--- config.mk ---
export PLATFORM = sky130hd
export DESIGN_NAME = rail_monitor_ema_overcurrent_trip
export DESIGN_NICKNAME = d
export VERILOG_FILES = /design/src/rmeo_pkg.sv /design/src/rmeo_cfg.sv /design/src/rmeo_ema.sv /design/src/rmeo_lane.sv /design/src/rmeo_merge.sv /design/src/rail_monitor_ema_overcurrent_trip.sv
export SDC_FILE = /design/constraint.sdc
export NUM_CORES = 2
export LEC_CHECK = 0
export BUFFER_PORTS_ARGS = -buffer_cell sky130_fd_sc_hd__buf_2
export CAP_MARGIN = 20
export CORE_MARGIN = 4
export CORE_UTILIZATION = 35
export CTS_BUF_LIST = sky130_fd_sc_hd__clkbuf_4 sky130_fd_sc_hd__clkbuf_8
export CTS_CLUSTER_SIZE = 25
export DETAILED_ROUTE_END_ITERATION = 8
export GPL_TIMING_DRIVEN = 0
export PLACE_DENSITY_LB_ADDON = 0.1
export SLEW_MARGIN = 20
export SYNTH_ARGS = -nofsm -noshare
export SYNTH_HDL_FRONTEND = slang
export SYNTH_SLANG_ARGS = --single-unit
--- constraint.sdc ---
create_clock -name clk -period 31.3 [get_ports clk]
set_clock_uncertainty 0.1 [all_clocks]
set_input_delay 1.565 -clock clk [delete_from_list [all_inputs] [get_ports clk]]
set_output_delay 1.565 -clock clk [all_outputs]
set_load 0.02 [all_outputs]
--- src/rmeo_pkg.sv ---
`timescale 1ns / 1ps
// ----------------------------------------------------------------------------
// rmeo_pkg
// Shared constants, register indexes and the lane result type of the rail monitor.
// ----------------------------------------------------------------------------
package rmeo_pkg;

    localparam int RAIL_COUNT            = 5;
    localparam int SUM_COUNT             = 2 * RAIL_COUNT + 1;
    localparam int AVERAGE_SHIFT_DEFAULT = 3;
    localparam int SAMPLE_W              = 16;
    localparam int POWER_W               = 2 * SAMPLE_W;
    localparam int CFG_INDEX_W           = 3;
    localparam int CFG_DATA_W            = 32;

    localparam logic [SAMPLE_W-1:0]    LIMIT_RESET = 16'hFFFF;
    localparam logic [POWER_W-1:0]     POWER_RESET = 32'd94500000;
    localparam logic [SAMPLE_W-1:0]    SEED_OFFSET = 16'd100;

    // register map: current limits sit at 0 .. RAIL_COUNT-1
    localparam logic [CFG_INDEX_W-1:0] REG_POWER_LIMIT = CFG_INDEX_W'(RAIL_COUNT);

    typedef struct packed {
        logic [POWER_W-1:0] product;
        logic               amp_trip;
    } lane_result_t;

endpackage

--- src/rmeo_cfg.sv ---
`timescale 1ns / 1ps
// ----------------------------------------------------------------------------
// rmeo_cfg
// Limit registers: per-rail current limits and the shared power limit.
// ----------------------------------------------------------------------------
module rmeo_cfg
    import rmeo_pkg::*;
(
    input  logic                   clk,
    input  logic                   rst_n,
    input  logic                   cfg_valid,
    output logic                   cfg_ready,
    input  logic [CFG_INDEX_W-1:0] cfg_index,
    input  logic [CFG_DATA_W-1:0]  cfg_data,
    output logic [SAMPLE_W-1:0]    current_limit [RAIL_COUNT],
    output logic [POWER_W-1:0]     power_limit
);

    logic [SAMPLE_W-1:0] limit_reg [RAIL_COUNT];
    logic [POWER_W-1:0]  power_reg;

    assign cfg_ready = 1'b1;

    always_ff @(posedge clk or negedge rst_n)
    begin
        if (!rst_n)
        begin
            for (int k = 0; k < RAIL_COUNT; k++)
            begin
                limit_reg[k] <= LIMIT_RESET;
            end
            power_reg <= POWER_RESET;
        end
        else if (cfg_valid)
        begin
            for (int k = 0; k < RAIL_COUNT; k++)
            begin
                if (cfg_index == CFG_INDEX_W'(k))
                begin
                    limit_reg[k] <= cfg_data[SAMPLE_W-1:0];
                end
            end
            // indexes past the map are dropped
            if (cfg_index == REG_POWER_LIMIT)
            begin
                power_reg <= cfg_data[POWER_W-1:0];
            end
        end
    end

    assign current_limit = limit_reg;
    assign power_limit   = power_reg;

endmodule

--- src/rmeo_ema.sv ---
`timescale 1ns / 1ps
// ----------------------------------------------------------------------------
// rmeo_ema
// One running sum: seed, EMA update, registered average.
// ----------------------------------------------------------------------------
module rmeo_ema
    import rmeo_pkg::*;
#(
    parameter int AVERAGE_SHIFT = AVERAGE_SHIFT_DEFAULT,
    parameter bit IS_CURRENT    = 1'b0
)
(
    input  logic                clk,
    input  logic                seed,
    input  logic                update,
    input  logic [SAMPLE_W-1:0] sample,
    output logic [SAMPLE_W-1:0] average
);

    localparam int SUM_W = SAMPLE_W + AVERAGE_SHIFT;

    logic [SUM_W-1:0]    sum_reg;
    logic [SUM_W-1:0]    sum_next;
    logic [SUM_W:0]      sum_wide;
    logic [SAMPLE_W-1:0] seed_val;
    logic [SAMPLE_W-1:0] avg_reg;

    always_comb
    begin
        // currents are seeded with the zero offset removed
        if (IS_CURRENT)
        begin
            seed_val = (sample > SEED_OFFSET) ? sample - SEED_OFFSET : '0;
        end
        else
        begin
            seed_val = sample;
        end
        sum_wide = {1'b0, sum_reg} - ({1'b0, sum_reg} >> AVERAGE_SHIFT)
                 + {{(AVERAGE_SHIFT + 1){1'b0}}, sample};
        sum_next = sum_wide[SUM_W-1:0];
    end

    always_ff @(posedge clk)
    begin
        if (seed)
        begin
            sum_reg <= {seed_val, {AVERAGE_SHIFT{1'b0}}};
        end
        else if (update)
        begin
            sum_reg <= sum_next;
            avg_reg <= sum_next[SUM_W-1:AVERAGE_SHIFT];
        end
    end

    assign average = avg_reg;

endmodule

--- src/rmeo_lane.sv ---
`timescale 1ns / 1ps
// ----------------------------------------------------------------------------
// rmeo_lane
// One rail: voltage and current averages, V*I product, fast current trip.
// ----------------------------------------------------------------------------
module rmeo_lane
    import rmeo_pkg::*;
#(
    parameter int AVERAGE_SHIFT = AVERAGE_SHIFT_DEFAULT
)
(
    input  logic                clk,
    input  logic                seed,
    input  logic                update,
    input  logic [SAMPLE_W-1:0] volts,
    input  logic [SAMPLE_W-1:0] amps,
    input  logic [SAMPLE_W-1:0] current_limit,
    output logic [SAMPLE_W-1:0] avg_volts,
    output logic [SAMPLE_W-1:0] avg_amps,
    output lane_result_t        result
);

    lane_result_t result_reg;

    rmeo_ema #(
        .AVERAGE_SHIFT (AVERAGE_SHIFT),
        .IS_CURRENT    (1'b0)
    ) u_volts (
        .clk     (clk),
        .seed    (seed),
        .update  (update),
        .sample  (volts),
        .average (avg_volts)
    );

    rmeo_ema #(
        .AVERAGE_SHIFT (AVERAGE_SHIFT),
        .IS_CURRENT    (1'b1)
    ) u_amps (
        .clk     (clk),
        .seed    (seed),
        .update  (update),
        .sample  (amps),
        .average (avg_amps)
    );

    // product compare happens in the merge stage, after this register
    always_ff @(posedge clk)
    begin
        if (update)
        begin
            result_reg.product  <= POWER_W'(volts) * POWER_W'(amps);
            result_reg.amp_trip <= (amps > current_limit);
        end
    end

    assign result = result_reg;

endmodule

--- src/rmeo_merge.sv ---
`timescale 1ns / 1ps
// ----------------------------------------------------------------------------
// rmeo_merge
// Combines lane trip flags into the enable mask; holds the output beat.
// ----------------------------------------------------------------------------
module rmeo_merge
    import rmeo_pkg::*;
(
    input  logic                  clk,
    input  logic                  rst_n,
    input  logic                  s1_valid,
    input  logic [RAIL_COUNT-1:0] s1_mask,
    input  lane_result_t          lane_res [RAIL_COUNT],
    input  logic [SAMPLE_W-1:0]   s1_avg [SUM_COUNT],
    input  logic [POWER_W-1:0]    power_limit,
    input  logic                  out_ready,
    output logic                  out_valid,
    output logic [RAIL_COUNT-1:0] mask_out,
    output logic [SAMPLE_W-1:0]   avg_out [SUM_COUNT]
);

    logic                  valid_reg;
    logic [RAIL_COUNT-1:0] mask_reg;
    logic [SAMPLE_W-1:0]   avg_reg [SUM_COUNT];
    logic [RAIL_COUNT-1:0] trip;
    logic                  load;

    assign load = !valid_reg || out_ready;

    always_comb
    begin
        for (int k = 0; k < RAIL_COUNT; k++)
        begin
            trip[k] = lane_res[k].amp_trip || (lane_res[k].product > power_limit);
        end
    end

    always_ff @(posedge clk or negedge rst_n)
    begin
        if (!rst_n)
        begin
            valid_reg <= 1'b0;
        end
        else if (load)
        begin
            valid_reg <= s1_valid;
        end
    end

    always_ff @(posedge clk)
    begin
        if (load && s1_valid)
        begin
            mask_reg <= s1_mask & ~trip;
            avg_reg  <= s1_avg;
        end
    end

    assign out_valid = valid_reg;
    assign mask_out  = mask_reg;
    assign avg_out   = avg_reg;

endmodule

--- src/rail_monitor_ema_overcurrent_trip.sv ---
`timescale 1ns / 1ps
// ----------------------------------------------------------------------------
// rail_monitor_ema_overcurrent_trip
// Five rail lanes plus temperature EMA; trips rails on current or V*I.
// Pipeline: an accepted sample beat passes the lane stage with the 16x16 product,
// then the trip compare and output register, before its result beat is valid.
// Throughput: one sample beat per cycle; in_ready drops only while the output
// beat is held by out_ready low. The first beat after reset seeds the sums
// and yields no result. Reset clears the seeded flag and valids and returns
// the limits to their reset values; sums need no reset.
// ----------------------------------------------------------------------------
module rail_monitor_ema_overcurrent_trip
    import rmeo_pkg::*;
#(
    parameter int AVERAGE_SHIFT = AVERAGE_SHIFT_DEFAULT
)
(
    input  logic                   clk,
    input  logic                   rst_n,
    input  logic                   in_valid,
    output logic                   in_ready,
    input  logic [SAMPLE_W-1:0]    rail1_volts,
    input  logic [SAMPLE_W-1:0]    rail1_amps,
    input  logic [SAMPLE_W-1:0]    rail2_volts,
    input  logic [SAMPLE_W-1:0]    rail2_amps,
    input  logic [SAMPLE_W-1:0]    rail3_volts,
    input  logic [SAMPLE_W-1:0]    rail3_amps,
    input  logic [SAMPLE_W-1:0]    rail4_volts,
    input  logic [SAMPLE_W-1:0]    rail4_amps,
    input  logic [SAMPLE_W-1:0]    rail5_volts,
    input  logic [SAMPLE_W-1:0]    rail5_amps,
    input  logic [SAMPLE_W-1:0]    temp_sample,
    input  logic [RAIL_COUNT-1:0]  enable_in,
    output logic                   out_valid,
    input  logic                   out_ready,
    output logic [RAIL_COUNT-1:0]  enable_out,
    output logic [SAMPLE_W-1:0]    avg1_volts,
    output logic [SAMPLE_W-1:0]    avg1_amps,
    output logic [SAMPLE_W-1:0]    avg2_volts,
    output logic [SAMPLE_W-1:0]    avg2_amps,
    output logic [SAMPLE_W-1:0]    avg3_volts,
    output logic [SAMPLE_W-1:0]    avg3_amps,
    output logic [SAMPLE_W-1:0]    avg4_volts,
    output logic [SAMPLE_W-1:0]    avg4_amps,
    output logic [SAMPLE_W-1:0]    avg5_volts,
    output logic [SAMPLE_W-1:0]    avg5_amps,
    output logic [SAMPLE_W-1:0]    avg_temp,
    input  logic                   cfg_valid,
    output logic                   cfg_ready,
    input  logic [CFG_INDEX_W-1:0] cfg_index,
    input  logic [CFG_DATA_W-1:0]  cfg_data
);

    logic [SAMPLE_W-1:0]   volts [RAIL_COUNT];
    logic [SAMPLE_W-1:0]   amps  [RAIL_COUNT];
    logic [SAMPLE_W-1:0]   current_limit [RAIL_COUNT];
    logic [POWER_W-1:0]    power_limit;
    lane_result_t          lane_res [RAIL_COUNT];
    logic [SAMPLE_W-1:0]   s1_avg  [SUM_COUNT];
    logic [SAMPLE_W-1:0]   avg_out [SUM_COUNT];

    logic                  seeded_reg;
    logic                  s1_valid_reg;
    logic [RAIL_COUNT-1:0] mask_reg;
    logic                  advance;
    logic                  accept;
    logic                  seed;
    logic                  update;

    assign volts[0] = rail1_volts;
    assign volts[1] = rail2_volts;
    assign volts[2] = rail3_volts;
    assign volts[3] = rail4_volts;
    assign volts[4] = rail5_volts;
    assign amps[0]  = rail1_amps;
    assign amps[1]  = rail2_amps;
    assign amps[2]  = rail3_amps;
    assign amps[3]  = rail4_amps;
    assign amps[4]  = rail5_amps;

    // whole pipe moves when the output register is free or being drained
    assign advance  = !out_valid || out_ready;
    assign in_ready = advance;
    assign accept   = in_valid && in_ready;
    assign seed     = accept && !seeded_reg;
    assign update   = accept && seeded_reg;

    rmeo_cfg u_cfg (
        .clk           (clk),
        .rst_n         (rst_n),
        .cfg_valid     (cfg_valid),
        .cfg_ready     (cfg_ready),
        .cfg_index     (cfg_index),
        .cfg_data      (cfg_data),
        .current_limit (current_limit),
        .power_limit   (power_limit)
    );

    for (genvar k = 0; k < RAIL_COUNT; k++)
    begin : g_lane
        rmeo_lane #(
            .AVERAGE_SHIFT (AVERAGE_SHIFT)
        ) u_lane (
            .clk           (clk),
            .seed          (seed),
            .update        (update),
            .volts         (volts[k]),
            .amps          (amps[k]),
            .current_limit (current_limit[k]),
            .avg_volts     (s1_avg[2*k]),
            .avg_amps      (s1_avg[2*k+1]),
            .result        (lane_res[k])
        );
    end

    rmeo_ema #(
        .AVERAGE_SHIFT (AVERAGE_SHIFT),
        .IS_CURRENT    (1'b0)
    ) u_temp (
        .clk     (clk),
        .seed    (seed),
        .update  (update),
        .sample  (temp_sample),
        .average (s1_avg[SUM_COUNT-1])
    );

    always_ff @(posedge clk or negedge rst_n)
    begin
        if (!rst_n)
        begin
            seeded_reg   <= 1'b0;
            s1_valid_reg <= 1'b0;
        end
        else
        begin
            if (seed)
            begin
                seeded_reg <= 1'b1;
            end
            if (advance)
            begin
                s1_valid_reg <= update;
            end
        end
    end

    always_ff @(posedge clk)
    begin
        if (update)
        begin
            mask_reg <= enable_in;
        end
    end

    rmeo_merge u_merge (
        .clk         (clk),
        .rst_n       (rst_n),
        .s1_valid    (s1_valid_reg),
        .s1_mask     (mask_reg),
        .lane_res    (lane_res),
        .s1_avg      (s1_avg),
        .power_limit (power_limit),
        .out_ready   (out_ready),
        .out_valid   (out_valid),
        .mask_out    (enable_out),
        .avg_out     (avg_out)
    );

    assign avg1_volts = avg_out[0];
    assign avg1_amps  = avg_out[1];
    assign avg2_volts = avg_out[2];
    assign avg2_amps  = avg_out[3];
    assign avg3_volts = avg_out[4];
    assign avg3_amps  = avg_out[5];
    assign avg4_volts = avg_out[6];
    assign avg4_amps  = avg_out[7];
    assign avg5_volts = avg_out[8];
    assign avg5_amps  = avg_out[9];
    assign avg_temp   = avg_out[10];

endmodule

==> reports/results.ini <==
[synth]
yosys_warnings = 0
synthesis.area_um2 = 90200
ys_ff_latch = 851
yosysMostFrequentCell = inv_1
synth_nets = 11500
synth_cell_types = 87
ys_seq_area_frac = 0.275
yosysTopAreaCellShare = 0.254
postSynthCellCount = 9193
synth_top_area_cell = fa_1
ys_top_cells_by_area = fa_1, edfxtp_1, ha_1, inv_1, nand2_1
avgSynthCellArea_um2 = 9.81
synth_edf_count = 703
synth_flop_cell = edfxtp_1
synthArstFlopShare = 0.135
synthTopCellsByCount = inv_1, fa_1, ha_1, nand2_1, nor2_1

[drt]
routedWlPerCell_um = 22.2
routed_via_density = 4.96
initialDrtViolationCount = 4110
vias = 66100
drc = 0
first_pass_iters = 6
wirelength_um = 296000
antenna_left = 0

[critical_path]
required_ns = 31.85
critPathMaxStageDelay_ns = 0.69
cpMaxStageDelayCell = clkinv_1
startpoint_type = input port
critPathArrivalTime_ns = 9.15
crit_chain = clkbuf_1 -> clkinv_1 -> nor2_1 -> fa_1 -> inv_1 -> fa_1 -> fa_1 -> fa_1 -> inv_1 -> fa_1 -> inv_1 -> fa_1 -> inv_1 -> ha_1 -> nand3_1 -> o31a_1 -> o21ba_2 -> o21ai_0 -> a31oi_1 -> o211ai_1 -> a21oi_1 -> xnor2_1
critical_path_buf_inv_count = 6
cp_common_cell = fa_1
crit_family = adder cells
critical_path_class = input port to register
critPathMaxFanout = 10
endpoint_kind = register

[cells_and_area]
final_util = 0.394
largest_reg_flops = 176
final_nets = 12100
drive_gt1_frac = 0.0947
synthToLayoutAreaGrowth_pct = 12.1

[power_and_ir_drop]
comb_power_share = 0.711
intPower_uw = 6680
p_switching_uw = 6060
power_leakage_uw = 0.0488
pwr-share-clk = 0.100
seqPwrFrac = 0.189
swShare = 0.476
power_density_nw_per_um2 = 126
p_total_uw = 12700
vdd_drop_max_mv = 0.113

[die]
dieHeight_um = 516
row_count = 186
core_um2 = 257000
pin_count = 405
initial_core_util = 0.351
die_w_um = 516
dieArea_um2 = 266000

[cts]
cts_root_buf = clkbuf_8
hold_buffers = 0
clock-sinks = 851
tritoncts = done
postCtsSetupBuffers = 0
cts-resized-gates = 0
clk-insertion-delay-late_ns = 0.96
path_clk_slew_ns = 0.06
cts_max_level = 4
clk_path_buf_depth = 3
cts_inserted_buffers = 170

[job]
maxCapViolCount = 0

[place]
port_buffers = 382
place_congestion = 0.898
dp_hpwl_um = 244000

[sta]
hold_viol = 0
slew_headroom = 0.241
worstMarginPinSlew_ns = 1.14
timing.final.crit_share = 0.275
rsz0062_at_grt = false
tns_ns = 0
whs_ns = 0.270
fin_crit_ns = 8.59
maxSlewViolCount = 0
clock.fmax_mhz = 116
setup_violations = 0

[grt]
grt_start_max_net_pins = 60
antenna_found_initial = 50
track_usage = 0.224
grt_pass1_vias = 69300
grt_pass1_wl_um = 444000
grt_overflow = 0

[outcome]
status = finished, final reports clean

[hold_path]
hp-class = register to register

[metrics by stage]
step                area [µm²]  instances  setup slack [ns]
global route            101000      13300             22.40
floorplan                90200       9193             18.18
global placement         96400      13000              9.30
finish                  101000      13300             22.71
detailed placement       97300      13000             21.87
CTS                     101000      13300             22.90
[cell usage in the layout, fill, tap and decap left out, types with 22 or more instances in the layout]
cell / netlist / final
clkbuf_2: 0 / 22
a21oi_1: 314 / 314
dfstp_2: 92 / 92
clkinv_2: 0 / 24
xnor2_1: 278 / 278
o21ai_0: 304 / 304
o21bai_1: 26 / 26
fa_1: 1146 / 1146
clkinv_1: 42 / 71
clkbuf_4: 0 / 45
clkbuf_1: 245 / 221
clkbuf_8: 0 / 183
a22o_1: 25 / 25
mux2_2: 52 / 52
diode_2: 0 / 28
nand2_1: 959 / 957
nor4_1: 25 / 25
nor2b_1: 57 / 57
buf_2: 0 / 384
nand4_1: 84 / 84
dfrtp_1: 23 / 23
mux2i_1: 65 / 65
o21a_1: 50 / 50
edfxtp_1: 703 / 703
inv_1: 1959 / 1959
nand2b_1: 54 / 54
xor2_1: 97 / 97
o2bb2ai_1: 28 / 28
nand3_1: 84 / 84
ha_1: 979 / 979
dfxtp_1: 33 / 33
a21o_1: 200 / 200
nor3_1: 62 / 60
and2_1: 72 / 71
nor2_1: 804 / 803
buf_16: 0 / 23
and3_1: 26 / 26
a31oi_1: 25 / 25
[cells by family after synthesis]
kind of cell,count (synthesis),share of synthesized area
AND/OR/NAND/NOR,2292,0.109
buffers and inverters,2278,0.0948
adder cells (fa/ha/maj),2125,0.390
AO/OA/AOI/OAI,1154,0.0816
flip-flops,851,0.275
XOR/XNOR,375,0.0364
multiplexers,117,0.0137
other,1,0.0000416
[area by class of cell]
type                       instances  area, µm²
clock buffer                     226       2840
antenna                           28       70.1
multi-input combinational       6064      56900
inverter                        2013       7560
tap                             3384       4230
fill                           25700     156000
clock inverter                    85        846
sequential                       851      24800
timing repair buffer             420       2830
buffer                           265       1040
[per-layer routing]
metal | global-route usage | wire, µm | share of wire
met2 | 0.367 | 138000 | 0.46
met4 | 0.0915 | 13400 | 0.045
met3 | 0.0368 | 17400 | 0.059
met5 | 0 | 138 | 0.00047
met1 | 0.296 | 128000 | 0.43
[path summary, 6_finish.rpt]
kind / startpoint / end / slack [ns] / depth (start not counted)
setup / recovery: rail1_volts[5] / g_lane[0].u_lane.result[32] / 22.71 / 22
hold / removal: g_lane[0].u_lane.u_amps.average[2] / u_merge.avg_out[146] / 0.27 / 0
setup reg to reg: seeded_reg / g_lane[0].u_lane.u_amps.average[8] / 26.13 / 8
hold reg to reg: g_lane[0].u_lane.u_amps.average[2] / u_merge.avg_out[146] / 0.27 / 0
max in group asynchronous: rst_n / u_cfg.current_limit[37] / 29.75 / 2
min in group asynchronous: rst_n / s1_valid_reg / 0.48 / 1
[power by group through the flow]
stage | Clock [µW] | Sequential, µW | Combinational, µW
finish | 1270 | 2410 | 9060
global route | 1370 | 2450 | 10300
CTS | 1320 | 2420 | 9160
detailed placement | 0 | 2440 | 9060
global placement | 0 | 2480 | 9000
floorplan | 0 | 2460 | 6690
Note: power is estimated with default switching activity, not from simulation.
